$ cat config.mk
export PLATFORM = sky130hd
export DESIGN_NAME = mne_ram
export DESIGN_NICKNAME = d
export VERILOG_FILES = /design/src/sv/mne_ram.sv
export SDC_FILE = /design/constraint.sdc
export NUM_CORES = 1
export LEC_CHECK = 0
export BUFFER_PORTS_ARGS = -buffer_cell sky130_fd_sc_hd__buf_2
export CORE_MARGIN = 5
export CORE_UTILIZATION = 65
export CTS_CLUSTER_DIAMETER = 80
export DETAILED_ROUTE_END_ITERATION = 16
export GPL_TIMING_DRIVEN = 0
export PLACE_DENSITY = 0.84
export SLEW_MARGIN = 20
export SYNTH_ARGS = -nofsm -noshare
export SYNTH_HDL_FRONTEND = slang
export SYNTH_SLANG_ARGS = --single-unit
$ cat constraint.sdc
create_clock -name clk -period 3.9 [get_ports clk]
set_clock_uncertainty 0.05 [all_clocks]
set_input_delay 0.78 -clock clk [delete_from_list [all_inputs] [get_ports clk]]
set_output_delay 0.78 -clock clk [all_outputs]
set_load 0.005 [all_outputs]
$ cat src/sv/mne_ram.sv
// generic simple dual port ram with registered read
// no dependencies
`default_nettype none

module mne_ram #(
    parameter int WIDTH = 8,
    parameter int DEPTH = 16
) (
    input  wire                               clk,
    input  wire                               we,
    input  wire  [(DEPTH>1?$clog2(DEPTH):1)-1:0] waddr,
    input  wire  [WIDTH-1:0]                  wdata,
    input  wire                               re,
    input  wire  [(DEPTH>1?$clog2(DEPTH):1)-1:0] raddr,
    output logic [WIDTH-1:0]                  rdata
);

    logic [WIDTH-1:0] mem [DEPTH];

    always_ff @(posedge clk)
    begin
        if (we)
        begin
            mem[waddr] <= wdata;
        end
        if (re)
        begin
            rdata <= mem[raddr];
        end
    end

endmodule

`default_nettype wire

# Word-level counts from Yosys, hierarchy flattened
# Memory sizes are Yosys's and may differ from the RTL's. A register that Yosys moved wholly into a read port is not among the register bits.
# Index checks and enable logic that the tools add are counted.
# word_totals
out_inout_bits	8
ramBits	128
elab_cells	3
regBits	0
n_memories	1
# mem_list
name	words	word_bits	rd	rd_ports_with_merged_regs	write_ports	line	rtl
mem	16	8	1	1	1	18	logic [WIDTH-1:0] mem [DEPTH];
# op_classes
n_mux	2
# op_table
operator	n
two-way mux 1 bit	2

# Longest topological paths before layout
# logic_depth
ltp_word	2
mapped_depth	5

# Worst setup path before layout
# Ideal clock, no wire load.
# synth_timing
path_type	input to register
from	input port waddr[2] (netlist name)
to	memory mem[0][0] (enable)
stages	2
n_path_buf	0
setup_time_ns	0.383
required_time_ns	3.467
arrival_ns	1.890
path_slack_ns	1.577
cell_sequence	or3b_2 nor3_1
# synth_rtl
item	line	rtl
from (decl)	11	input wire [(DEPTH>1?$clog2(DEPTH):1)-1:0] waddr,
to (decl)	18	
# Straight into the memory's write port.

# Final worst setup path
# layout_timing
from	input port waddr[2] (netlist name)
to	memory mem[2][5] (enable)
# Straight into the memory's write port.

==> results <==
- The flow ran to the end, and the final reports show no timing, DRC or antenna violations.
- The total internal power is 2820 uW.
- The worst register-to-register path begins at mem[0][0].
- After clock tree synthesis, the clock-pin slew on the worst setup and hold paths is 0.06 ns.
- The final critical delay including setup and external delays is 1.98 ns.
- The power share of the sequential group is 0.471.
- The H-tree depth is 4.
- The largest fanout of any net on the critical path is 8.
- Of the post-synthesis cell area, the dominant cell type holds 0.781.
- Hold timing on the final database bottoms out at a slack of 0.556 ns.
- The half-perimeter wire length after detailed placement is 6130 um.
- Entering global routing, the biggest net connects 17 pins.
- The floorplan die area is 9940 um^2.
- The number of nets handed over by synthesis was 248.
- The final worst-path setup slack is 1.92 ns.
- 0 antenna diodes ended up in the layout.
- The combined global-route utilization of all metal layers is 0.233.
- The share of the yosys chip area belonging to registers is 0.781.
- The capture instance of the worst register-to-register path is rdata[0].
- At the worst endpoint, the required time is 3.99 ns.
- The area of the mapped netlist is 5230 um^2.
- In this run the power density over the cells is 573 nW/um^2.
- Counting tap cells, the placed design contains a total of 356 instances.
- The worst pin sits at a relative slew slack of 0.463.
- The final number of max-transition violations is 0.
- The first global-routing pass estimated 15900 um of wire.
- For this design, the sink count on the clock tree is 136.
- The share of total power dissipated in combinational logic is 0.045.
- OpenSTA, run right after detailed placement, puts the worst setup slack at 1.37 ns.
- The number of synthesized register bits is 136.
- For this run, the number of standard cells in the final layout without fillers is 388.
- The register-to-register path setup slack is 2.27 ns.
- The floorplan has 32 rows.
- The final layout contains 292 nets.
- Of the total power, the clock network draws 0.484.
- For hold timing, the worst endpoint is rdata[5].
- Along the worst hold path, the cell count comes to 1.
- The initial antenna violation count is 0.
- The global-route congestion overflow total is 0.
- The min-delay analysis places its worst path in the category input pin to register.
- The pre-antenna-repair detailed-routing pass consisted of 5 iterations.
- The filler cell count is 395.
- The count of instances resized after the clock tree is built is 0.
- Counting cells, the worst reg-to-reg path comes to 3.
- Data arrives at the worst endpoint at 2.07 ns.
- Static timing analysis puts the maximum clock frequency at 504 MHz.
- Synthesis produced 229 cells.
- The switching part of the total power is 0.199.
- The maximum clock insertion buffer count is 2.
- Setup repair after global routing left no endpoint under its margin.
- Each instance of the synthesized netlist takes up on average 22.8 um^2.
- After detailed routing, the number of vias per cell comes to 6.65.
- The count of final setup violators is 0.
- The number of buffers inserted to repair setup after CTS is 0.
- The starting utilization of the core area is 0.673.
- The top-level I/O count is 27.
- The routed wire length is 10600 um.
- The count of final hold-check violations was 0.
- The CTS tree is built.
- TritonCTS created 17 clock buffers.
- The worst-case vdd ir drop is 0.455 mV.
- The critical path is of the input pin to register type.
- The number of violations reported at the end of detailed-routing iteration 0 is 229.
- The via count of the first global-routing pass is 2630.
- The critical path capture point type is a register.
- The number of DRC violations after detailed routing is 0.
- The die is 99.7 um wide.
- The actual transition at the worst max-transition pin is 0.803 ns.
- The analysis attributes to net switching a power of 700 uW.
- The root cell of the clock tree is clkbuf_8.
- At the later pin of the worst-skew pair, clock insertion delay measures 0.52 ns.
- The placer's final routability congestion estimate is 0.756.
- The count of nets left with antenna violations once routing finished came out at 0.
- For this block, the via count after detailed routing is 2581.
- Dividing the final minimum period by the clock period gives 0.509.
- The total of hold buffers inserted after clock tree synthesis is 0.
- The startpoint class of the critical path is an input pin.
- During placement, the flow inserted port buffers numbering 25.
- The count of cell types in the netlist is 18.
- The startpoint identified for the worst hold timing path is re.
- The analysis attributes to cell leakage a power of 0.00207 uW.
- The aggregate negative setup slack is 0 ns.
- The post-detailed-route wirelength per cell is 27.3 um.
- The number of max-capacitance violations reported is 0.
- Summed over all instances, the cell type with the most area after synthesis is edfxtp_1.
- The area inside the core boundary is 7770 um^2.
- Compared with the post-synthesis result, the final layout area differs by 17.4%.
- The die height is 99.7 um.
- For this run, the number of Yosys warnings is 0.
- Yosys attributes the largest share of cell area to edfxtp_1 (78%), mux4_2 (7.8%), mux4_1 (7.0%).
- The ratio of cells with drive above 1 in the final layout is 0.311.
metrics by stage:
step                      area [um^2]  power [uW]  utilization
after global placement           5480        1830        0.706
after floorplan                  5230        1770            -
after detailed placement         5500        1840        0.707
after CTS                        6130        3530        0.789
final                            6140        3520        0.790
after global routing             6140        3610        0.790
critical path: stages:
cell    delay [ns]
buf_2         0.12
or3b_2        0.54
nor2_1        0.64
logic make-up (layout without fill, tap and decap cells):
group	Yosys count	after routing	synth area share
AND/OR/NAND/NOR	35	35	0.0314
multiplexers	32	32	0.148
flip-flops	136	136	0.781
AO/OA/AOI/OAI	16	16	0.0230
buffers and inverters	10	67	0.0165
cells in the mapped netlist:
master	count
nand2_1	9
nand3_1	1
nand3b_1	2
and2b_1	1
mux4_2	18
or3b_2	1
nor3_1	4
buf_6	3
nor2_1	13
buf_4	1
clkdlybuf4s25_2	3
and2_1	1
mux4_1	14
buf_2	3
edfxtp_1	136
a22oi_1	16
nor2b_1	1
nand2b_1	2
power by group through the flow:
stage	registers [uW]	clock network [uW]	logic [uW]
global placement	1680	0	146
CTS	1660	1710	157
floorplan	1680	0	83.1
finish	1660	1700	158
global route	1660	1790	168
detailed placement	1690	0	152
how the worst max path moves through the flow:
stage / start / to / slack [ns] / cells after the start
after floorplan: waddr[2] / mem[0][0] / 1.58 / 2
after global placement: waddr[2] / mem[0][4] / 1.05 / 3
after detailed placement: waddr[2] / mem[2][4] / 1.37 / 3
after CTS: waddr[3] / mem[4][2] / 1.91 / 3
after global routing: waddr[2] / mem[2][1] / 1.85 / 3
final: waddr[2] / mem[2][5] / 1.92 / 3
registers in the layout, indices dropped and copies added, names as in the netlist:
signal / flops
mem: 128
rdata: 8
cell usage in the layout, fill, tap and decap left out:
cell type	n
nor2b_1	1
clkdlybuf4s25_2	3
a22oi_1	16
buf_2	28
edfxtp_1	136
nor3_2	4
buf_4	1
and2b_1	1
clkinv_4	2
nand3_1	1
clkinvlp_4	2
inv_6	3
clkbuf_8	1
or3b_2	1
clkinv_2	2
buf_6	3
nand3b_1	2
mux4_2	18
nand2b_1	2
clkbuf_16	16
nand2_1	9
mux4_1	14
clkinv_1	1
nor2_1	13
bufinv_16	5
and2_1	1
routing by layer:
layer / vias to the layer above / wire (um) / GRT usage
met5: - / 0 / 0
li1: 1070 / - / -
met2: 188 / 5260 / 0.352
met3: 10 / 1150 / 0.0680
met4: 0 / 101 / 0.0851
met1: 1313 / 4080 / 0.327
layout make-up:
cell class | instances | area, um^2 | share of cell area
buffer | 10 | 86.3 | 0.0141
sequential | 136 | 4080 | 0.665
multi-input combinational | 83 | 1080 | 0.176
clock inverter | 15 | 223 | 0.0363
timing repair buffer | 25 | 125 | 0.0204
clock buffer | 17 | 414 | 0.0675
tap | 102 | 128 | 0.0208
Power figures use the tool's default switching activity.
