**src/sv/mne_pkg.sv**
```systemverilog
// mesh normal engine package: shared constants, state types and the run descriptor
// no dependencies
`default_nettype none

package mne_pkg;

    localparam int MAX_TRIANGLES_DEF = 16;
    localparam int COORD_BITS_DEF    = 16;
    localparam int LIMIT_W           = 6;
    localparam logic [LIMIT_W-1:0] LIMIT_RESET = 6'd5;
    localparam int TRI_W             = 5;
    localparam int NORM_W            = 20;
    localparam int UNIT_W            = 16;
    localparam int UNIT_SHIFT        = 15;

    typedef struct packed {
        logic [TRI_W-1:0] tri_cnt;
        logic             ovf;
    } run_t;

    typedef enum logic [3:0] {
        B_IDLE,
        B_FETCH,
        B_LOAD,
        B_SCAN,
        B_SM_GO,
        B_SM_WAIT,
        B_FL_GO,
        B_FL_WAIT,
        B_EMIT
    } back_state_t;

    typedef enum logic [2:0] {
        N_IDLE,
        N_SHIFT,
        N_SQ,
        N_SQRT,
        N_DIVSET,
        N_DIV,
        N_DONE
    } norm_state_t;

endpackage

`default_nettype wire

```
**src/sv/mne_queue.sv**
```systemverilog
// two entry queue of run descriptors between front and back
// depends on mne_pkg
`default_nettype none

module mne_queue (
    input  wire            clk,
    input  wire            rst_n,
    input  wire            push,
    input  mne_pkg::run_t  push_run,
    input  wire            pop,
    output logic           valid,
    output mne_pkg::run_t  head
);

    mne_pkg::run_t e0_reg, e1_reg, e0_next, e1_next;
    logic [1:0]    cnt_reg, cnt_next;

    always_comb
    begin
        e0_next  = e0_reg;
        e1_next  = e1_reg;
        cnt_next = cnt_reg;
        if (pop && cnt_reg != 2'd0)
        begin
            e0_next  = e1_reg;
            cnt_next = cnt_reg - 2'd1;
        end
        if (push && cnt_reg != 2'd2)
        begin
            if (cnt_next == 2'd0)
            begin
                e0_next = push_run;
            end
            else
            begin
                e1_next = push_run;
            end
            cnt_next = cnt_next + 2'd1;
        end
    end

    assign valid = cnt_reg != 2'd0;
    assign head  = e0_reg;

    always_ff @(posedge clk or negedge rst_n)
    begin
        if (!rst_n)
        begin
            cnt_reg <= 2'd0;
        end
        else
        begin
            cnt_reg <= cnt_next;
        end
    end

    always_ff @(posedge clk)
    begin
        e0_reg <= e0_next;
        e1_reg <= e1_next;
    end

endmodule

`default_nettype wire

```
**config.mk**
```make
export PLATFORM = sky130hd
export DESIGN_NAME = mne_queue
export DESIGN_NICKNAME = d
export VERILOG_FILES = /design/src/sv/mne_pkg.sv /design/src/sv/mne_queue.sv
export SDC_FILE = /design/constraint.sdc
export NUM_CORES = 1
export LEC_CHECK = 0
export ABC_AREA = 0
export BUFFER_PORTS_ARGS = -buffer_cell sky130_fd_sc_hd__buf_4
export CELL_PAD_IN_SITES_DETAIL_PLACEMENT = 1
export CELL_PAD_IN_SITES_GLOBAL_PLACEMENT = 1
export CORE_MARGIN = 3
export CORE_UTILIZATION = 40
export CTS_CLUSTER_DIAMETER = 100
export CTS_CLUSTER_SIZE = 10
export DETAILED_ROUTE_END_ITERATION = 12
export PLACE_DENSITY_LB_ADDON = 0.25
export SETUP_SLACK_MARGIN = 0.02
export SYNTH_ARGS = -nofsm -noshare
export SYNTH_HDL_FRONTEND = slang
export SYNTH_SLANG_ARGS = --single-unit
export TNS_END_PERCENT = 20
```
**constraint.sdc**
```tcl
create_clock -name clk -period 3.8 [get_ports clk]
set_input_delay 1.14 -clock clk [delete_from_list [all_inputs] [get_ports clk]]
set_output_delay 1.14 -clock clk [all_outputs]
set_load 0.01 [all_outputs]
```
# Word level (Yosys, flattened, before mapping)
# Cells that the tools add are included.
# classes
n_bitwise	1
eq_ne	1
add_sub_neg	2
n_mux	5
n_reduce_logical	5
# op_table
operator	n
$mux 6	3
$mux 2	2
$add 2x1->2 const B	1
$logic_and 1x1->1	2
$logic_not 2->1	1
$ne 2x2->1 const B	1
$reduce_and 2->1	1
$reduce_bool 2->1	1
$sub 2x1->2 const B	1
$not 1->1	1
# word_totals
elab_cells	19
out_inout_bits	7
ff_bits	14
inputBits	10

# Longest topological paths before layout
# Gate-level depths: netlist (run 1).
# depth
word_depth	6
mapped_depth	10
depth_no_buf	8

# Worst setup path after synthesis (run 1)
# OpenSTA, ideal clock, no wires.
# synth_timing
path_type	input-to-reg
startpoint	input port pop
endpoint	register e1_reg[0] in the netlist's numbering, enable pin
setup_slack_ns	1.299
arrival_time_ns	2.148
n_path_buf	1
t_required_ns	3.446
setup_time_ns	0.354
stages	5
cell_sequence	nand2b_4 -> buf_6 -> mux2_4 -> ha_1 -> nor2b_1
# synth_via
elab_chain_cells	5
# synth_rtl
element	line_no	rtl
start: declaration	mne_queue.sv:10	input wire pop,
$logic_and 1x1->1	mne_queue.sv:23	if (pop && cnt_reg != 2'd0)
$mux 2	mne_queue.sv:23	
$logic_not 2->1	mne_queue.sv:30	if (cnt_next == 2'd0)
$not 1->1 (no line)	-	
$reduce_and 2->1 (no line)	-	
end signal: assignment	mne_queue.sv:60	e1_reg <= e1_next;
end: declaration	mne_queue.sv:15	mne_pkg::run_t e0_reg, e1_reg, e0_next, e1_next;
# No other way between the ends.
# A chain may end at the register's enable or synchronous reset.

# Final worst setup path (run 1)
# layout_timing
startpoint	input port pop
endpoint	register e1_reg[4] in the netlist's numbering, enable pin
# The elaborated chain is that of the path after synthesis.

==> results of run 1 <==
==> metrics by stage <==
| stage | instance area [um2] | power (W) | setup slack [ns] | hold slack, ns |
|---|---|---|---|---|
| 2_1_floorplan | 613.1 | 0.0004820 | 1.299 | 0.5061 |
| 3_3_place_gp | 737.0 | 0.0005754 | 1.108 | 0.5222 |
| 3_5_place_dp | 737.0 | 0.0005851 | 1.045 | 0.5442 |
| 4_1_cts | 763.2 | 0.0006733 | 1.333 | 0.5593 |
| 5_1_grt | 763.2 | 0.0007215 | 1.284 | 0.5894 |
| 6_report | 763.2 | 0.0006599 | 1.340 | 0.5519 |
==> how the worst max path moves through the flow <==
stage	end	slack, ns	cells after the start
6_report	e1_reg[4]$_DFFE_PP_	1.34	5
5_1_grt	e1_reg[4]$_DFFE_PP_	1.28	5
4_1_cts	e1_reg[0]$_DFFE_PP_	1.33	5
3_5_place_dp	e1_reg[0]$_DFFE_PP_	1.04	5
3_3_place_gp	e1_reg[2]$_DFFE_PP_	1.11	5
2_1_floorplan	e1_reg[0]$_DFFE_PP_	1.30	5
==> final cells by class <==
type / count / area (um2) / area share (%)
well taps: 15 / 18.77 / 2.459
repair buffers: 16 / 120.1 / 15.74
multi-input cells: 30 / 236.5 / 30.98
clock buffers: 4 / 26.28 / 3.443
flip-flops and latches: 14 / 350.3 / 45.90
inverters: 3 / 11.26 / 1.475
==> synthesized netlist by cell type, drive strengths merged <==
cell / instances / area, um2
nor2b: 2 / 12.51
mux2i: 6 / 60.06
edfxtp: 6 / 180.2
inv: 3 / 11.26
nor2: 6 / 22.52
o21ai: 1 / 8.760
a21oi: 6 / 30.03
mux2: 1 / 15.01
dfxtp: 6 / 120.1
clkbuf: 1 / 3.750
buf: 1 / 11.26
nand3b: 1 / 7.510
ha: 3 / 37.54
dfrtp: 2 / 50.05
xnor2: 2 / 25.03
nand2b: 1 / 13.76
nand2: 1 / 3.750
==> routing by layer <==
| layer | up-vias | routed length (um) | track usage [%] | share of wire [%] |
|---|---|---|---|---|
| met5 | - | 0 | 0 | 0 |
| met4 | 0 | 0 | 1.754 | 0 |
| met3 | 0 | 63 | 3.586 | 6.3 |
| met2 | 13 | 559 | 18.93 | 56 |
| met1 | 188 | 376 | 15.54 | 38 |
| li1 | 203 | - | - | - |
==> logic make-up after synthesis <==
logic type / synth area share [%]
flip-flops: 57.14
AND/OR/NAND/NOR: 9.795
AO/OA/AOI/OAI: 6.327
multiplexers: 12.24
buffers and inverters: 4.285
adder cells (fa/ha/maj): 6.123
XOR/XNOR: 4.083
==> worst max-delay path, cell delays in order <==
cell and delay, ns:
buf_4 0.12, nand2b_4 0.15, mux2_4 0.33, ha_1 0.20, nor2b_1 0.43
==> power by group <==
group / internal, W / total [W] / switching (W)
clock network: 0.0000406 / 0.0000865 / 0.0000459
logic: 0.000160 / 0.000316 / 0.000156
registers: 0.000233 / 0.000258 / 0.0000246
==> impl_metrics.csv, run 1 <==
group,metric,value,unit
place,place_inst,78,
logic_synthesis,synthCells,49,
worst_setup_path,endpoint_kind,"flop",
timing,period_minus_slack,2.460,ns
worst_hold_path,min_path_cells,2,
clock_tree,cts_setup_buffers,0,
worst_setup_path,cp.required,3.71,ns
global_routing,grt_remaining_overflow,0,
finish,fillers,149,
clock_tree,htreeDepth,1,
global_routing,grt_pass1_wl,1.683,mm
finish,drive_gt1_share,34.33,%
route,avgViaCountPerCell,4.927,
worst_setup_path,worst_r2r_endpoint,"e1_reg[4]$_DFFE_PP_",
clock_tree,cts-resized-gates,0,
timing,setup_viol,0,
pwr,vdd_drop_max,0.3761,mV
timing,worst_pin_slew,0.5273,ns
floorplan,rows,13,
timing,hold_viol_final,0,
route,post_drt_wl_per_cell,12.18,um
clock_tree,clock_latency,0.27,ns
worst_setup_path,crit_fanout,8,
logic_synthesis,ys_warn_count,0,
timing,max-slew-margin-rel,64.77,%
worst_setup_path,reg2reg_slack,1.55,ns
worst_setup_path,crit_arrival,2.37,ns
clock_tree,path_clk_slew,0.09,ns
worst_setup_path,cp-start-kind,"primary input",
floorplan,die_area,2039,um2
finish,final_util,55.86,%
clock_tree,cts_root_buf,"clkbuf_4",
finish,final_cell_count_no_fill,82,
global_routing,grt_usage,11.65,%
finish,layout_commonest_cell,"buf_4",
finish,fin_nets,81,
timing,fin_crit_sh,64.75,%
route,vias,404,
global_routing,antenna_found_initial,0,
route,drc_errors,0,
job,cap_violations,0,
floorplan,start_util,44.87,%
clock_tree,hold_buffers,0,
pwr,leakagePower,0.3598,nW
logic_synthesis,synth_nets,62,
timing,worst_clock_skew,0.006314,ns
place,gp_congestion,0.6398,
clock_tree,cts_made_buffers,3,
clock_tree,cts_sinks,14,
timing,grt_setup_unrepaired,"no",
worst_setup_path,reg2reg_from,"cnt_reg[0]$_DFF_PN0_",
logic_synthesis,ys_ff_latch,14,
route,drt_iter0_drc,7,
timing,setup_tns,0,ns
pwr,powerDensity,864.5,nW/um2
worst_hold_path,hold_path.startpoint,"e1_reg[5]$_DFFE_PP_",
logic_synthesis,syn_area_per_cell,12.51,um2
global_routing,grt_pass1_vias,404,
worst_setup_path,critPathKind,"primary input to flop",
route,postRouteAntennaNets,0,
clock_tree,cts_buffer_depth,2,
worst_setup_path,reg2reg_depth,6,
global_routing,grt_max_degree,13,
clock_tree,cts_tree,"yes",
finish,diodes,0,
logic_synthesis,synth_area,613.1,um2
floorplan,core_area,1366,um2
route,routed_wl,999,um
place,port_buffers,16,
route,first_pass_iters,2,
logic_synthesis,ys_seq_area_share,57.14,%
floorplan,die_w,45.15,um
worst_hold_path,hold_path.class,"flop to flop",
finish,area_delta_synth_final,24.49,%
run_status,outcome,"finished, final reports clean",
worst_hold_path,min_to,"head[5]$_DFF_P_",
floorplan,io_pins,17,
worst_setup_path,crit_start,"pop",
timing,max_freq,0.4064,GHz
floorplan,die_h,45.15,um
timing,slew_viol_final,0,
logic_synthesis,synthDistinctLibCells,18,
No activity file was read; power rests on OpenSTA's default activity.
==> run 2, diff against run 1 <==
--- a/config.mk
+++ b/config.mk
@@ -10,7 +10,7 @@
 export CELL_PAD_IN_SITES_DETAIL_PLACEMENT = 1
 export CELL_PAD_IN_SITES_GLOBAL_PLACEMENT = 1
 export CORE_MARGIN = 3
-export CORE_UTILIZATION = 40
+export CORE_UTILIZATION = 38
 export CTS_CLUSTER_DIAMETER = 100
 export CTS_CLUSTER_SIZE = 10
 export DETAILED_ROUTE_END_ITERATION = 12
==> constraint.sdc (replaced) <==
create_clock -name clk -period 2.52 [get_ports clk]
set_input_delay 0.756 -clock clk [delete_from_list [all_inputs] [get_ports clk]]
set_output_delay 0.756 -clock clk [all_outputs]
set_load 0.01 [all_outputs]
==> impl_metrics.csv, run 2 (synthesis results as in run 1) <==
group,metric,value,unit
clock_tree,cts_buffer_depth,2,
global_routing,grt_max_degree,13,
timing,worst_clock_skew,0.003688,ns
worst_setup_path,cp_slowest_cell,"dfrtp_1",
worst_setup_path,endpoint_kind,"flop",
route,vias,406,
pwr,swShare,34.78,%
worst_setup_path,crit_start,"cnt_reg[0]$_DFF_PN0_",
pwr,power_frac_comb,49.4,%
timing,worst_pin_slew,0.4176,ns
finish,multi_input_area,236.5,um2
worst_setup_path,path_common_cell,"ha_1",
finish,layout_commonest_cell,"buf_4",
timing,max_freq,0.4929,GHz
route,post_drt_wl_per_cell,13.12,um
pwr,seqPwrFrac,38.2,%
worst_setup_path,cp_slowest_stage_delay,0.36,ns
worst_setup_path,critPathKind,"flop to flop",
clock_tree,htreeDepth,1,
floorplan,io_pins,17,
job,cap_violations,0,
pwr,internal_power,0.0006616,W
global_routing,grt_pass1_wl,1.800,mm
route,wl_met3,62,um
global_routing,grt_pass1_vias,427,
timing,grt_setup_unrepaired,"no",
route,postRouteAntennaNets,0,
worst_setup_path,cp_top_family,"simple AND/OR/NAND/NOR gates",
place,place_inst,79,
clock_tree,cts_setup_buffers,0,
timing,slew_viol_final,0,
worst_setup_path,cp.required,2.73,ns
finish,seq_area,350.3,um2
worst_setup_path,crit_fanout,12,
worst_hold_path,hold_path.class,"primary input to async pin",
finish,fin_nets,82,
route,wl_met1,464,um
timing,setup_viol,0,
floorplan,rows,13,
timing,max-slew-margin-rel,72.07,%
place,gp_congestion,0.6917,
finish,final_util,55.10,%
route,routed_wl,1.089,mm
clock_tree,cts_made_buffers,3,
clock_tree,cts_root_buf,"clkbuf_4",
timing,hold_viol_final,0,
run_status,outcome,"finished, final reports clean",
finish,diodes,0,
floorplan,die_w,46.17,um
pwr,vdd_drop_max,0.5630,mV
floorplan,start_util,43.83,%
finish,fillers,160,
timing,fin_crit_sh,80.50,%
timing,setup_tns,0,ns
clock_tree,cts_tree,"yes",
global_routing,grt_usage,12.78,%
pwr,power.switching,0.0003528,W
route,drc_errors,0,
floorplan,core_area,1399,um2
clock_tree,hold_buffers,0,
worst_setup_path,crit_arrival,2.24,ns
floorplan,die_h,46.17,um
clock_tree,clock_latency,0.28,ns
floorplan,die_area,2131,um2
clock_tree,cts_sinks,14,
timing,period_minus_slack,2.029,ns
place,dpl.hpwl,847.9,um
finish,area_delta_synth_final,25.71,%
worst_setup_path,cp-start-kind,"flop",
worst_setup_path,critPathBufInv,1,
clock_tree,path_clk_slew,0.08,ns
finish,drive_gt1_share,35.29,%
pwr,power_frac_clock,12.4,%
route,route.met2.wl,553,um
global_routing,grt_remaining_overflow,0,
pwr,powerDensity,1316,nW/um2
finish,final_cell_count_no_fill,83,
pwr,leakagePower,0.3652,nW
route,first_pass_iters,4,
clock_tree,cts-resized-gates,0,
route,top_layer_used,"met4",
route,avgViaCountPerCell,4.892,
worst_setup_path,crit_chain,"inv_1 > ha_1 > nand2b_4 > mux2_4 > ha_1 > nand3b_1 > nor2_1 > a21oi_1",
global_routing,antenna_found_initial,0,
route,drt_iter0_drc,2,
place,port_buffers,16,
worst_setup_path,reg2reg_from,"cnt_reg[0]$_DFF_PN0_",
-- run 2: cell types whose count changed in the layout (fill, tap and decap cells not counted), sizes merged --
| cell | change |
|---|---|
| buf | +1 |
| clkbuf | -1 |
| clkinv | +1 |
-- run 2: per-stage QoR --
step           area, um2  setup slack, ns  total power, W  hold WS (ns)
6_report           770.7           0.4913        0.001014        0.2468
5_1_grt            770.7           0.3242        0.001103        0.2293
4_1_cts            770.7           0.4580        0.001035        0.2331
3_5_place_dp       744.5           0.3416       0.0008920        0.5389
3_3_place_gp       744.5           0.3882       0.0008801        0.5297
2_1_floorplan      613.1           0.4028       0.0007268        0.4604
-- run 2: layer usage --
layer	vias to the layer above	track usage (%)
li1	205	-
met1	187	14.53
met2	12	20.60
met3	2	4.688
met4	0	6.818
met5	-	0
-- run 2: final timing paths --
path	endpoint	slack (ns)	cells after the start
min reg2reg	head[3]$_DFF_P_	0.55	2
max in group asynchronous	cnt_reg[1]$_DFF_PN0_	2.19	1
min in group clk	head[3]$_DFF_P_	0.55	2
min	cnt_reg[0]$_DFF_PN0_	0.25	1
max reg2reg	head[4]$_DFF_P_	0.49	8
max	head[4]$_DFF_P_	0.49	8
-- run 2: area by class of cell --
class                           count  share of cell area (%)
Clock buffer                        3                   2.922
Clock inverter                      1                  0.4870
Inverter                            3                   1.461
Multi-Input combinational cell     30                   30.68
Sequential cell                    14                   45.45
Tap cell                           15                   2.435
Timing Repair Buffer               17                   16.56
-- run 2: power groups by stage --
stage          clock network (W)  registers, W  logic, W
2_1_floorplan                  0      0.000414  0.000313
3_3_place_gp                   0      0.000391  0.000490
3_5_place_dp                   0      0.000394  0.000497
4_1_cts                 0.000133      0.000389  0.000512
5_1_grt                 0.000141      0.000399  0.000564
6_report                0.000126      0.000387  0.000501
