File: src/sv/mne_pkg.sv
// mesh normal engine package: shared constants, state types and the run descriptor
// no dependencies
`default_nettype none

package mne_pkg;

    localparam int MAX_TRIANGLES_DEF = 16;
    localparam int COORD_BITS_DEF    = 16;
    localparam int LIMIT_W           = 6;
    localparam logic [LIMIT_W-1:0] LIMIT_RESET = 6'd5;
    localparam int TRI_W             = 5;
    localparam int NORM_W            = 20;
    localparam int UNIT_W            = 16;
    localparam int UNIT_SHIFT        = 15;

    typedef struct packed {
        logic [TRI_W-1:0] tri_cnt;
        logic             ovf;
    } run_t;

    typedef enum logic [3:0] {
        B_IDLE,
        B_FETCH,
        B_LOAD,
        B_SCAN,
        B_SM_GO,
        B_SM_WAIT,
        B_FL_GO,
        B_FL_WAIT,
        B_EMIT
    } back_state_t;

    typedef enum logic [2:0] {
        N_IDLE,
        N_SHIFT,
        N_SQ,
        N_SQRT,
        N_DIVSET,
        N_DIV,
        N_DONE
    } norm_state_t;

endpackage

`default_nettype wire

File: src/sv/mne_norm.sv
// iterative vector normalizer: scale, sum of squares, integer sqrt, division
// depends on mne_pkg
`default_nettype none

module mne_norm #(
    parameter int SUM_W = 41
) (
    input  wire                                   clk,
    input  wire                                   rst_n,
    input  wire                                   start,
    input  wire  signed [SUM_W-1:0]               in_x,
    input  wire  signed [SUM_W-1:0]               in_y,
    input  wire  signed [SUM_W-1:0]               in_z,
    output logic                                  done,
    output logic signed [mne_pkg::UNIT_W-1:0]     out_x,
    output logic signed [mne_pkg::UNIT_W-1:0]     out_y,
    output logic signed [mne_pkg::UNIT_W-1:0]     out_z
);

    localparam int NW   = mne_pkg::NORM_W;
    localparam int UW   = mne_pkg::UNIT_W;
    localparam int US   = mne_pkg::UNIT_SHIFT;
    localparam int SQ_W = 2 * NW + 2;
    localparam int RT_W = NW + 1;
    localparam int RM_W = NW + 4;
    localparam int DD_W = NW + 2;
    localparam int DR_W = NW + 3;
    localparam int N_W  = NW + US + 1;

    mne_pkg::norm_state_t st_reg, st_next;
    logic [SUM_W-1:0]  m0_reg, m1_reg, m2_reg, m0_next, m1_next, m2_next;
    logic [2:0]        neg_reg, neg_next;
    logic [4:0]        cnt_reg, cnt_next;
    logic [1:0]        comp_reg, comp_next;
    logic [2*NW-1:0]   prod_reg, prod_next;
    logic [SQ_W-1:0]   acc_reg, acc_next;
    logic [SQ_W-1:0]   xs_reg, xs_next;
    logic [RT_W-1:0]   root_reg, root_next;
    logic [RM_W-1:0]   rem_reg, rem_next;
    logic [DR_W-1:0]   drem_reg, drem_next;
    logic [15:0]       dnum_reg, dnum_next;
    logic [15:0]       q_reg, q_next;
    logic [UW-1:0]     o0_reg, o1_reg, o2_reg, o0_next, o1_next, o2_next;

    logic [SUM_W-1:0]  mx, msel;
    logic [RM_W-1:0]   rem_sh, trial;
    logic [DR_W-1:0]   rs;
    logic [DD_W-1:0]   dv;
    logic [N_W-1:0]    num;
    logic [15:0]       qf;
    logic [UW-1:0]     sres;

    always_comb
    begin
        st_next = st_reg;
        unique case (st_reg)
            mne_pkg::N_IDLE:   if (start) st_next = mne_pkg::N_SHIFT;
            mne_pkg::N_SHIFT:
            begin
                if (mx == '0)
                begin
                    st_next = mne_pkg::N_DONE;
                end
                else if (mx < SUM_W'(1) << NW && mx >= SUM_W'(1) << (NW - 1))
                begin
                    st_next = mne_pkg::N_SQ;
                end
            end
            mne_pkg::N_SQ:     if (cnt_reg == 5'd3) st_next = mne_pkg::N_SQRT;
            mne_pkg::N_SQRT:   if (cnt_reg == 5'(RT_W - 1)) st_next = mne_pkg::N_DIVSET;
            mne_pkg::N_DIVSET: st_next = mne_pkg::N_DIV;
            mne_pkg::N_DIV:
            begin
                if (cnt_reg == 5'd15)
                begin
                    st_next = (comp_reg == 2'd2) ? mne_pkg::N_DONE : mne_pkg::N_DIVSET;
                end
            end
            mne_pkg::N_DONE:   st_next = mne_pkg::N_IDLE;
            default:           st_next = mne_pkg::N_IDLE;
        endcase
    end

    always_comb
    begin
        m0_next   = m0_reg;
        m1_next   = m1_reg;
        m2_next   = m2_reg;
        neg_next  = neg_reg;
        cnt_next  = cnt_reg + 5'd1;
        comp_next = comp_reg;
        prod_next = prod_reg;
        acc_next  = acc_reg;
        xs_next   = xs_reg;
        root_next = root_reg;
        rem_next  = rem_reg;
        drem_next = drem_reg;
        dnum_next = dnum_reg;
        q_next    = q_reg;
        o0_next   = o0_reg;
        o1_next   = o1_reg;
        o2_next   = o2_reg;
        done      = 1'b0;

        mx = (m0_reg > m1_reg) ? m0_reg : m1_reg;
        mx = (m2_reg > mx) ? m2_reg : mx;
        case (comp_reg)
            2'd0:    msel = m0_reg;
            2'd1:    msel = m1_reg;
            default: msel = m2_reg;
        endcase
        rem_sh = {rem_reg[RM_W-3:0], xs_reg[SQ_W-1 -: 2]};
        trial  = {root_reg, 2'b01};
        trial  = RM_W'(trial);
        num    = {msel[NW-1:0], {US{1'b0}}} + N_W'(root_reg);
        dv     = {root_reg, 1'b0};
        rs     = {drem_reg[DR_W-2:0], dnum_reg[15]};
        qf     = {q_reg[14:0], rs >= DR_W'(dv)};
        sres   = neg_reg[comp_reg] ? UW'(-qf) : UW'(qf);

        unique case (st_reg)
            mne_pkg::N_IDLE:
            begin
                neg_next = {in_z[SUM_W-1], in_y[SUM_W-1], in_x[SUM_W-1]};
                m0_next  = in_x[SUM_W-1] ? SUM_W'(-in_x) : SUM_W'(in_x);
                m1_next  = in_y[SUM_W-1] ? SUM_W'(-in_y) : SUM_W'(in_y);
                m2_next  = in_z[SUM_W-1] ? SUM_W'(-in_z) : SUM_W'(in_z);
            end
            mne_pkg::N_SHIFT:
            begin
                cnt_next = 5'd0;
                acc_next = '0;
                if (mx == '0)
                begin
                    o0_next = '0;
                    o1_next = '0;
                    o2_next = '0;
                end
                else if (mx >= SUM_W'(1) << NW)
                begin
                    m0_next = m0_reg >> 1;
                    m1_next = m1_reg >> 1;
                    m2_next = m2_reg >> 1;
                end
                else if (mx < SUM_W'(1) << (NW - 1))
                begin
                    m0_next = m0_reg << 1;
                    m1_next = m1_reg << 1;
                    m2_next = m2_reg << 1;
                end
            end
            mne_pkg::N_SQ:
            begin
                case (cnt_reg[1:0])
                    2'd0:    prod_next = m0_reg[NW-1:0] * m0_reg[NW-1:0];
                    2'd1:    prod_next = m1_reg[NW-1:0] * m1_reg[NW-1:0];
                    default: prod_next = m2_reg[NW-1:0] * m2_reg[NW-1:0];
                endcase
                if (cnt_reg != 5'd0)
                begin
                    acc_next = acc_reg + SQ_W'(prod_reg);
                end
                if (cnt_reg == 5'd3)
                begin
                    xs_next   = acc_reg + SQ_W'(prod_reg);
                    root_next = '0;
                    rem_next  = '0;
                    cnt_next  = 5'd0;
                end
            end
            mne_pkg::N_SQRT:
            begin
                xs_next = xs_reg << 2;
                if (rem_sh >= trial)
                begin
                    rem_next  = rem_sh - trial;
                    root_next = {root_reg[RT_W-2:0], 1'b1};
                end
                else
                begin
                    rem_next  = rem_sh;
                    root_next = {root_reg[RT_W-2:0], 1'b0};
                end
                if (cnt_reg == 5'(RT_W - 1))
                begin
                    comp_next = 2'd0;
                end
            end
            mne_pkg::N_DIVSET:
            begin
                drem_next = DR_W'(num[N_W-1:16]);
                dnum_next = num[15:0];
                q_next    = '0;
                cnt_next  = 5'd0;
            end
            mne_pkg::N_DIV:
            begin
                drem_next = (rs >= DR_W'(dv)) ? rs - DR_W'(dv) : rs;
                dnum_next = dnum_reg << 1;
                q_next    = qf;
                if (cnt_reg == 5'd15)
                begin
                    case (comp_reg)
                        2'd0:    o0_next = sres;
                        2'd1:    o1_next = sres;
                        default: o2_next = sres;
                    endcase
                    comp_next = comp_reg + 2'd1;
                end
            end
            mne_pkg::N_DONE:
            begin
                done = 1'b1;
            end
            default:
            begin
                done = 1'b0;
            end
        endcase
    end

    assign out_x = o0_reg;
    assign out_y = o1_reg;
    assign out_z = o2_reg;

    always_ff @(posedge clk or negedge rst_n)
    begin
        if (!rst_n)
        begin
            st_reg <= mne_pkg::N_IDLE;
        end
        else
        begin
            st_reg <= st_next;
        end
    end

    always_ff @(posedge clk)
    begin
        m0_reg   <= m0_next;
        m1_reg   <= m1_next;
        m2_reg   <= m2_next;
        neg_reg  <= neg_next;
        cnt_reg  <= cnt_next;
        comp_reg <= comp_next;
        prod_reg <= prod_next;
        acc_reg  <= acc_next;
        xs_reg   <= xs_next;
        root_reg <= root_next;
        rem_reg  <= rem_next;
        drem_reg <= drem_next;
        dnum_reg <= dnum_next;
        q_reg    <= q_next;
        o0_reg   <= o0_next;
        o1_reg   <= o1_next;
        o2_reg   <= o2_next;
    end

endmodule

`default_nettype wire

File: src/sv/mne_back.sv
// back end: per vertex scan for equal positions, normalization and result request
// depends on mne_pkg and mne_norm
`default_nettype none

module mne_back #(
    parameter int MAX_T = mne_pkg::MAX_TRIANGLES_DEF,
    parameter int C     = mne_pkg::COORD_BITS_DEF
) (
    input  wire                                  clk,
    input  wire                                  rst_n,
    input  wire                                  run_valid,
    input  mne_pkg::run_t                        run,
    input  wire  [mne_pkg::LIMIT_W-1:0]          match_limit,
    output logic                                 pop,
    output logic                                 active,
    output logic                                 vre,
    output logic [$clog2(3*MAX_T)-1:0]           vraddr,
    input  wire  [3*C-1:0]                       vrdata,
    output logic                                 fre,
    output logic [(MAX_T>1?$clog2(MAX_T):1)-1:0] fraddr,
    input  wire  [3*(2*C+3)-1:0]                 frdata,
    output logic                                 result_valid,
    output logic [$clog2(3*MAX_T)-1:0]           vertex_index,
    output logic signed [mne_pkg::UNIT_W-1:0]    smooth_nx,
    output logic signed [mne_pkg::UNIT_W-1:0]    smooth_ny,
    output logic signed [mne_pkg::UNIT_W-1:0]    smooth_nz,
    output logic signed [mne_pkg::UNIT_W-1:0]    flat_nx,
    output logic signed [mne_pkg::UNIT_W-1:0]    flat_ny,
    output logic signed [mne_pkg::UNIT_W-1:0]    flat_nz,
    output logic                                 overflowed,
    output logic                                 last_result
);

    localparam int MAXV  = 3 * MAX_T;
    localparam int VA_W  = $clog2(MAXV);
    localparam int CNT_W = $clog2(MAXV + 1);
    localparam int TA_W  = MAX_T > 1 ? $clog2(MAX_T) : 1;
    localparam int FN_W  = 2 * C + 3;
    localparam int SUM_W = FN_W + $clog2(MAXV);
    localparam int LW    = mne_pkg::LIMIT_W;
    localparam int UW    = mne_pkg::UNIT_W;

    mne_pkg::back_state_t st_reg, st_next;
    logic [CNT_W-1:0]  n_reg, n_next, i_reg, i_next, j_reg, j_next;
    logic [TA_W-1:0]   it_reg, it_next, jt_reg, jt_next;
    logic [1:0]        im_reg, im_next, jm_reg, jm_next;
    logic              ovf_reg, ovf_next;
    logic [3*C-1:0]    own_reg, own_next;
    logic [3*FN_W-1:0] flat_reg, flat_next;
    logic              pend_reg, pend_next;
    logic [LW-1:0]     inst_reg, inst_next;
    logic signed [SUM_W-1:0] sx_reg, sy_reg, sz_reg, sx_next, sy_next, sz_next;
    logic [UW-1:0]     smx_reg, smy_reg, smz_reg, smx_next, smy_next, smz_next;
    logic [UW-1:0]     flx_reg, fly_reg, flz_reg, flx_next, fly_next, flz_next;
    logic              rv_reg, rv_next, last_reg, last_next, ovo_reg, ovo_next;
    logic [VA_W-1:0]   idx_reg, idx_next;

    logic                    nstart, ndone;
    logic signed [SUM_W-1:0] nx, ny, nz;
    logic signed [UW-1:0]    ox, oy, oz;
    logic signed [FN_W-1:0]  fjx, fjy, fjz, fox, foy, foz;
    logic [CNT_W-1:0]        run_n;

    assign fjx   = frdata[3*FN_W-1 -: FN_W];
    assign fjy   = frdata[2*FN_W-1 -: FN_W];
    assign fjz   = frdata[FN_W-1:0];
    assign fox   = flat_reg[3*FN_W-1 -: FN_W];
    assign foy   = flat_reg[2*FN_W-1 -: FN_W];
    assign foz   = flat_reg[FN_W-1:0];
    assign run_n = CNT_W'(run.tri_cnt) * CNT_W'(3);

    always_comb
    begin
        st_next = st_reg;
        unique case (st_reg)
            mne_pkg::B_IDLE:    if (run_valid && run_n != '0) st_next = mne_pkg::B_FETCH;
            mne_pkg::B_FETCH:   st_next = mne_pkg::B_LOAD;
            mne_pkg::B_LOAD:    st_next = mne_pkg::B_SCAN;
            mne_pkg::B_SCAN:    if (j_reg == n_reg) st_next = mne_pkg::B_SM_GO;
            mne_pkg::B_SM_GO:   st_next = mne_pkg::B_SM_WAIT;
            mne_pkg::B_SM_WAIT: if (ndone) st_next = mne_pkg::B_FL_GO;
            mne_pkg::B_FL_GO:   st_next = mne_pkg::B_FL_WAIT;
            mne_pkg::B_FL_WAIT: if (ndone) st_next = mne_pkg::B_EMIT;
            mne_pkg::B_EMIT:
            begin
                st_next = (i_reg + CNT_W'(1) == n_reg) ? mne_pkg::B_IDLE : mne_pkg::B_FETCH;
            end
            default:            st_next = mne_pkg::B_IDLE;
        endcase
    end

    always_comb
    begin
        n_next    = n_reg;
        i_next    = i_reg;
        j_next    = j_reg;
        it_next   = it_reg;
        jt_next   = jt_reg;
        im_next   = im_reg;
        jm_next   = jm_reg;
        ovf_next  = ovf_reg;
        own_next  = own_reg;
        flat_next = flat_reg;
        pend_next = 1'b0;
        inst_next = inst_reg;
        sx_next   = sx_reg;
        sy_next   = sy_reg;
        sz_next   = sz_reg;
        smx_next  = smx_reg;
        smy_next  = smy_reg;
        smz_next  = smz_reg;
        flx_next  = flx_reg;
        fly_next  = fly_reg;
        flz_next  = flz_reg;
        rv_next   = 1'b0;
        last_next = last_reg;
        ovo_next  = ovo_reg;
        idx_next  = idx_reg;
        pop       = 1'b0;
        vre       = 1'b0;
        vraddr    = i_reg[VA_W-1:0];
        fre       = 1'b0;
        fraddr    = it_reg;
        nstart    = 1'b0;
        nx        = sx_reg;
        ny        = sy_reg;
        nz        = sz_reg;

        unique case (st_reg)
            mne_pkg::B_IDLE:
            begin
                if (run_valid)
                begin
                    pop      = 1'b1;
                    n_next   = run_n;
                    ovf_next = run.ovf;
                    i_next   = '0;
                    it_next  = '0;
                    im_next  = 2'd0;
                end
            end
            mne_pkg::B_FETCH:
            begin
                vre = 1'b1;
                fre = 1'b1;
            end
            mne_pkg::B_LOAD:
            begin
                own_next  = vrdata;
                flat_next = frdata;
                j_next    = '0;
                jt_next   = '0;
                jm_next   = 2'd0;
                inst_next = '0;
                sx_next   = '0;
                sy_next   = '0;
                sz_next   = '0;
            end
            mne_pkg::B_SCAN:
            begin
                vraddr = j_reg[VA_W-1:0];
                fraddr = jt_reg;
                if (j_reg != n_reg)
                begin
                    vre       = 1'b1;
                    fre       = 1'b1;
                    pend_next = 1'b1;
                    j_next    = j_reg + CNT_W'(1);
                    if (jm_reg == 2'd2)
                    begin
                        jm_next = 2'd0;
                        jt_next = jt_reg + TA_W'(1);
                    end
                    else
                    begin
                        jm_next = jm_reg + 2'd1;
                    end
                end
                if (pend_reg && vrdata == own_reg && inst_reg < match_limit)
                begin
                    sx_next   = sx_reg + SUM_W'(fjx);
                    sy_next   = sy_reg + SUM_W'(fjy);
                    sz_next   = sz_reg + SUM_W'(fjz);
                    inst_next = inst_reg + LW'(1);
                end
            end
            mne_pkg::B_SM_GO:
            begin
                nstart = 1'b1;
            end
            mne_pkg::B_SM_WAIT:
            begin
                if (ndone)
                begin
                    smx_next = ox;
                    smy_next = oy;
                    smz_next = oz;
                end
            end
            mne_pkg::B_FL_GO:
            begin
                nstart = 1'b1;
                nx     = SUM_W'(fox);
                ny     = SUM_W'(foy);
                nz     = SUM_W'(foz);
            end
            mne_pkg::B_FL_WAIT:
            begin
                if (ndone)
                begin
                    flx_next = ox;
                    fly_next = oy;
                    flz_next = oz;
                end
            end
            mne_pkg::B_EMIT:
            begin
                rv_next   = 1'b1;
                idx_next  = i_reg[VA_W-1:0];
                ovo_next  = ovf_reg;
                last_next = (i_reg + CNT_W'(1) == n_reg);
                i_next    = i_reg + CNT_W'(1);
                if (im_reg == 2'd2)
                begin
                    im_next = 2'd0;
                    it_next = it_reg + TA_W'(1);
                end
                else
                begin
                    im_next = im_reg + 2'd1;
                end
            end
            default:
            begin
                pop = 1'b0;
            end
        endcase
    end

    mne_norm #(
        .SUM_W (SUM_W)
    ) u_norm (
        .clk   (clk),
        .rst_n (rst_n),
        .start (nstart),
        .in_x  (nx),
        .in_y  (ny),
        .in_z  (nz),
        .done  (ndone),
        .out_x (ox),
        .out_y (oy),
        .out_z (oz)
    );

    assign active       = st_reg != mne_pkg::B_IDLE;
    assign result_valid = rv_reg;
    assign vertex_index = idx_reg;
    assign smooth_nx    = smx_reg;
    assign smooth_ny    = smy_reg;
    assign smooth_nz    = smz_reg;
    assign flat_nx      = flx_reg;
    assign flat_ny      = fly_reg;
    assign flat_nz      = flz_reg;
    assign overflowed   = ovo_reg;
    assign last_result  = last_reg;

    always_ff @(posedge clk or negedge rst_n)
    begin
        if (!rst_n)
        begin
            st_reg   <= mne_pkg::B_IDLE;
            rv_reg   <= 1'b0;
            pend_reg <= 1'b0;
        end
        else
        begin
            st_reg   <= st_next;
            rv_reg   <= rv_next;
            pend_reg <= pend_next;
        end
    end

    always_ff @(posedge clk)
    begin
        n_reg    <= n_next;
        i_reg    <= i_next;
        j_reg    <= j_next;
        it_reg   <= it_next;
        jt_reg   <= jt_next;
        im_reg   <= im_next;
        jm_reg   <= jm_next;
        ovf_reg  <= ovf_next;
        own_reg  <= own_next;
        flat_reg <= flat_next;
        inst_reg <= inst_next;
        sx_reg   <= sx_next;
        sy_reg   <= sy_next;
        sz_reg   <= sz_next;
        smx_reg  <= smx_next;
        smy_reg  <= smy_next;
        smz_reg  <= smz_next;
        flx_reg  <= flx_next;
        fly_reg  <= fly_next;
        flz_reg  <= flz_next;
        last_reg <= last_next;
        ovo_reg  <= ovo_next;
        idx_reg  <= idx_next;
    end

endmodule

`default_nettype wire

File: config.mk
export PLATFORM = sky130hd
export DESIGN_NAME = mne_back
export DESIGN_NICKNAME = d
export VERILOG_FILES = /design/src/sv/mne_pkg.sv /design/src/sv/mne_norm.sv /design/src/sv/mne_back.sv
export SDC_FILE = /design/constraint.sdc
export NUM_CORES = 2
export LEC_CHECK = 0
export ABC_AREA = 1
export BUFFER_PORTS_ARGS = -buffer_cell sky130_fd_sc_hd__buf_2
export CORE_MARGIN = 5
export CORE_UTILIZATION = 55
export DETAILED_ROUTE_END_ITERATION = 8
export GPL_ROUTABILITY_DRIVEN = 0
export PLACE_DENSITY = 0.84
export SYNTH_ARGS = -nofsm -noshare
export SYNTH_HDL_FRONTEND = slang
export SYNTH_SLANG_ARGS = --single-unit
export TNS_END_PERCENT = 100
File: constraint.sdc
create_clock -name clk -period 12.28 [get_ports clk]
set_input_delay 2.456 -clock clk [delete_from_list [all_inputs] [get_ports clk]]
set_output_delay 2.456 -clock clk [all_outputs]
set_load 0.03 [all_outputs]
Yosys cells after proc, flatten, opt, wreduce, memory -nomap -nowiden
Index checks and enable logic that the tools add are counted.
{ "word_totals": {"out_inout_bits": 119, "inputBits": 168, "elab_cells": 267, "ff_bits": 827} }
{ "op_classes": {"mux": 102, "reduce_logical": 40, "addsub": 20, "n_lt_le_gt_ge": 10, "eq_ne": 47, "n_mul": 4} }
{ "ops": {"columns": ["op", "n"], "rows": [
  ["$mux W41", 20],
  ["$pmux W41 S2", 6],
  ["$pmux W42 S2", 2],
  ["$mux W16", 8],
  ["$pmux W16 S2", 4],
  ["$add A41 B35 Y41", 3],
  ["$neg A41 Y41", 3],
  ["$mul A20 B20 Y40", 3],
  ["$pmux W22 S2", 2],
  ["$mux W42", 2],
  ["$gt A41 B41 Y1", 2],
  ["$pmux W40 S2", 1],
  ["$mux W22", 3],
  ["$eq A48 B48 Y1", 1],
  ["$sub A22 B22 Y22", 2],
  ["$add A42 B40 Y42", 1],
  ["$pmux W21 S2", 1],
  ["$ge A41 B20 Y1 const B", 1],
  ["$ge A41 B21 Y1 const B", 1],
  ["$logic_not A41 Y1", 1],
  ["$lt A41 B20 Y1 const B", 1],
  ["$lt A41 B21 Y1 const B", 1],
  ["$pmux W20 S2", 1],
  ["$add A35 B21 Y36", 1],
  ["56 further kinds", 152]
]} }

Depth between registers and ports, before layout
{ "logic_depth": {"ltp_word": 9, "mapped_depth": 39, "ltp_nobuf": 37} }

Modules after synthesis
Synthesis repeated with hierarchy kept, for this count alone.
{ "unflattened": {"cells_unflattened": 11283, "hier_area_um2": 89599.7} }
{ "by_module_without_submodules": {"columns": ["mod", "area_each_um2", "seq_area_each_um2", "instances", "cells_each"], "rows": [
  ["mne_norm", 63683.6, 12036.5, 1, 8023],
  ["mne_back", 25916.1, 12672.2, 1, 3260]
]} }

Worst setup path before layout
OpenSTA, ideal clock, no wires.
{ "synth_path": {"kind": "input to register", "start": "input vrdata[8]", "end": "register inst_reg[0] (enable)", "setup_slack_ns": -1.436, "t_arrival_ns": 12.909, "setup_ns": 0.806, "stages": 6, "required_time_ns": 11.474, "n_path_buf": 0, "path_cell_list": "or2_2 -> a2111oi_0 -> nand3_1 -> nor4_1 -> nand4_1 -> o31ai_1"} }
{ "synth_via": {"elab_chain_len": 5} }
{ "synth_lines": {"columns": ["element", "line", "source"], "rows": [
  ["start, declared", "mne_back.sv:18", "input wire [3*C-1:0] vrdata,"],
  ["$eq A48 B48 Y1", "mne_back.sv:179", "if (pend_reg && vrdata == own_reg && inst_reg < match_limit)"],
  ["$logic_and A1 B1 Y1 (2 in a row)", "mne_back.sv:179", null],
  ["$ne A2 B2 Y1 (no line)", null, null],
  ["$reduce_and A2 Y1 (no line)", null, null],
  ["end signal, assigned", "mne_back.sv:295", "inst_reg <= inst_next;"],
  ["end, declared", "mne_back.sv:51", "logic [LW-1:0] inst_reg, inst_next;"]
]} }
No other way between the ends.
A chain may end at the register's enable or synchronous reset.

Final worst setup path
{ "layout_path": {"start": "register u_norm.m1_reg[8]", "end": "register u_norm.m1_reg[13] (enable)"} }
{ "layout_via": {"elab_chain_len": 7} }
{ "layout_lines": {"columns": ["element", "line", "source"], "rows": [
  ["start, declared", "mne_norm.sv:31", "logic [SUM_W-1:0] m0_reg, m1_reg, m2_reg, m0_next, m1_next, m2_next;"],
  ["start signal, assigned", "mne_norm.sv:241", "m1_reg <= m1_next;"],
  ["$gt A41 B41 Y1", "mne_norm.sv:105", "mx = (m0_reg > m1_reg) ? m0_reg : m1_reg;"],
  ["$mux W41 (*)", "mne_norm.sv:105", null],
  ["$gt A41 B41 Y1", "mne_norm.sv:106", "mx = (m2_reg > mx) ? m2_reg : mx;"],
  ["$mux W41 (*)", "mne_norm.sv:106", null],
  ["$lt A41 B20 Y1 (tied with other cells)", "mne_norm.sv:145", "else if (mx < SUM_W'(1) << (NW - 1))"],
  ["$ne A3 B1 Y1 (no line) / $ne A2 B2 Y1 (equally long branches)", null, null],
  ["$reduce_and A3 Y1 (no line) (*)", null, null]
]} }
Mark *: on every way between the ends. The rest lies on a longest branch, timed or not.

==> summary.md <==
| Metric | Value |
|---|---|
| Met1 usage | 0.368 |
| Layout cell share with drive strength beyond 1 | 0.0688 |
| Vias in the first global route | between 70000 and 80000 |
| Worst Hold Class | register to register |
| Status | complete, but fails checks |
| Global route overflow | 0 |
| Crit-path leading delay family | simple AND/OR/NAND/NOR gates |
| Syn Std Cell Area | 0.0868 sq mm |
| Starting DRC count in detailed routing | between 8000 and 9000 |
| Max_slew headroom | -0.109 |
| Sink Count | ~830 |
| CTS H-Tree Depth | 3 |
| Commonest non-fill, non-tap cells in the layout | 2218 x inv_1, 1748 x nand2_1, 877 x a21oi_1 |
| Initial core utilization | 0.554 |
| Warnings from Yosys | 0 |
| Actual slew at the worst max-slew pin | 1.65 ns |
| CP cell instances | inv_1 > ha_1 > nand2_1 > nor4_1 > nand4_2 > nand2_2 > o21ai_0 > ha_1 > nand2_1 > nor4_1 > nand3b_1 > nand2_1 > clkinv_1 > nand3_1 > nand2_1 > nand2_1 > nor2_4 > nand2_1 > nand2_1 > a21oi_4 > buf_4 |
| Adder-cell share of the synthesized area | 0.306 |
| Layout Nets | 12200 |
| Vias per inst | about 6 |
| Fraction of registers with async set/reset | 0.0109 |
| Io pins | around 290 |
| CTS buffer count | 90 |
| Die area | 0.166 sq mm |
| Synth Instances | approximately 10000 |
| Rows | approximately 150 |
| Total core area | between 0.15 and 0.2 sq mm |
| R2R Setup Slk | between 3 and 4 ns |
| Slew Viols, Final | 2 |
| TNS Setup | 0 ns |
| Worst R2R Start | u_norm.m1_reg[8] |
| Clock buffer depth | 3 |
| Synth unique cells | 74 |
| Violated checks | capacitance limit, slew limit |
| Crit path capture | u_norm.m1_reg[13] |
| Area growth from synthesis to layout | 7.55% |
| Crit path time final | between 8 and 9 ns |
| Initial antenna violation count | 12 |
| Worst reg2reg path endpoint | u_norm.m1_reg[13] |
| Final Skew | around 0.11 ns |
| Type of the worst setup path | register to register |
| Post-route antenna net violation count | 0 |
| Critical path buffers and inverters | 3 |
| DRC viols | 0 |
| PortBufs | 286 |
| Worst path depth | 21 |
| R2R depth | 21 |
| Crit path launch type | register |
| Max incr delay on CP | between 0.9 and 1 ns |
| Hpwl dp | a little under 200000 microns |
| Post-synth EDFFs | approximately 810 |
| Post-Syn Nets | around 12000 |
| Post-Route WL | around 250000 microns |
| Critical Path RT | 12.63 ns |
| Met2 GRT Util | 0.461 |
| Post-Synth Simple-Gate Area | 0.146 |
| Die H | roughly 410 microns |
| Gr usage total | 0.299 |
| Avg Inst Size Synth | between 8 and 9 sq um |
| CTS resizes | 0 |
| Reg clk slew, reported paths | about 0.060 ns |
| Register area share after synthesis | 0.285 |
| Die Wd | ~410 microns |
| Via Count | about 74000 |
| Met3 GRT Util | 0.0962 |
| Setup bufs post-CTS | 0 |
| Most used cell, CP | nand2_1 |
| RSZ-0062 raised after global routing | false |
| Critical Path Slowest Stage Cell | buf_4 |
| Root Driver | clkbuf_16 |
| CP max FO | 86 |
| Synthesized flop and latch total | just over 800 |
| Router iterations before antenna repair | 7 |
| FMAX | approximately 0.11 GHz |
| Synth Area in Compound Gates | 0.128 |
| Post-Synth XOR/XNOR Area | 0.0205 |
| Largest family of logic cells by synthesized area | adder cells |
| Wire per inst | around 20 microns |
| Tcrit/Tclk final | 0.725 |
| Arr. time, crit path | just over 9 ns |
| Hold buffer count at cts | 0 |
| Largest net degree at the start of global routing | 119 |
| Global route hottest layer | met2 |
| Worst-Skew Late Latency | between 0.7 and 0.8 ns |
| Final setup fails | 0 |
| Max capacitance violation total | 1 |
| CTS tree | yes |
| Max FFs per register | between 100 and 150 |
| Main synth FF type | edfxtp_1 |
| CP endpoint kind | register |
| Hold Fails Final Rpt | 0 |
| Mux cell area share after synthesis | 0.00307 |
| First-pass GRT wire length | a little under 400000 microns |
| Worst setup path startpoint | u_norm.m1_reg[8] |
| Most common cell after layout, fill and taps aside | inv_1 |
-- per-stage QoR --
step | utilization | hold WS [ns] | instance area (sq um) | std cells | setup WS, ns
after floorplan | - | 0.400 | 86800 | 10300 | 1.81
after detailed placement | 0.576 | 0.420 | 90300 | 12400 | 3.82
final | 0.596 | 0.417 | 93300 | 12600 | 3.38
after global placement | 0.576 | 0.403 | 90300 | 12400 | 4.10
after global routing | 0.596 | 0.425 | 93300 | 12600 | 2.78
after CTS | 0.596 | 0.418 | 93300 | 12600 | 3.76
-- cells in the mapped netlist (9+ instances only) --
cell type	instances	area, sq um
o31ai_1	18	135
o21bai_1	22	165
buf_6	12	135
xnor2_1	91	797
a21boi_0	20	150
nand2_1	1748	6560
nand3b_1	10	75.1
ha_1	767	9600
nor2_1	677	2540
o211ai_1	25	188
nand3_1	247	1240
o21a_1	62	465
inv_1	2220	8330
a21o_1	20	150
or2_2	93	582
nor3_1	93	465
mux2i_1	23	230
clkbuf_1	208	781
nand2_2	11	68.8
or2_1	10	62.6
nor2_2	14	87.6
a31oi_1	90	563
buf_2	35	175
a21oi_1	879	4400
o21ai_0	603	3020
nor4_1	27	169
nor2_4	11	124
nand4_1	50	313
xor2_1	112	981
fa_1	845	16900
edfxtp_1	812	24400
dfrtp_1	9	225
buf_1	35	131
o21ai_2	14	123
o221ai_1	32	280
o21ai_1	182	911
inv_2	23	86.3
o22ai_1	25	156
-- how the worst min path moves through the flow --
stage | slack, ns | start | to | cells after the start
global route | 0.43 | ovf_reg | overflowed | 0
finish | 0.42 | ovf_reg | overflowed | 0
CTS | 0.42 | ovf_reg | overflowed | 0
global placement | 0.40 | ovf_reg | overflowed | 0
floorplan | 0.40 | ovf_reg | overflowed | 0
detailed placement | 0.42 | ovf_reg | overflowed | 0
-- cell type report --
class                           count  area (sq um)
Antenna cell                       10          25.0
Clock buffer                      116          2390
Clock inverter                     52           643
Fill cell                       12600         63200
Inverter                         2246          8440
Multi-Input combinational cell   6908         52500
Sequential cell                   826         24700
Tap cell                         2058          2570
Timing Repair Buffer              368          2050
-- per-layer routing --
layer  wire length (microns)  vias up
li1                        -    33400
met1                   91200    34600
met2                  110000     4947
met3                   34000     1077
met4                   18700        8
met5                      50        -
-- kinds of logic after synthesis --
kind of cell / after synthesis
AOI/OAI and AO/OA: 2035
xor gates and xnor gates: 203
adders and majority gates: 1612
buffers and inverters: 2544
DFF: 826
muxes: 25
and+or+nand+nor: 3033
Power is not shown: default switching activity piles up to over one toggle a cycle in this logic, so the estimate is an artifact.
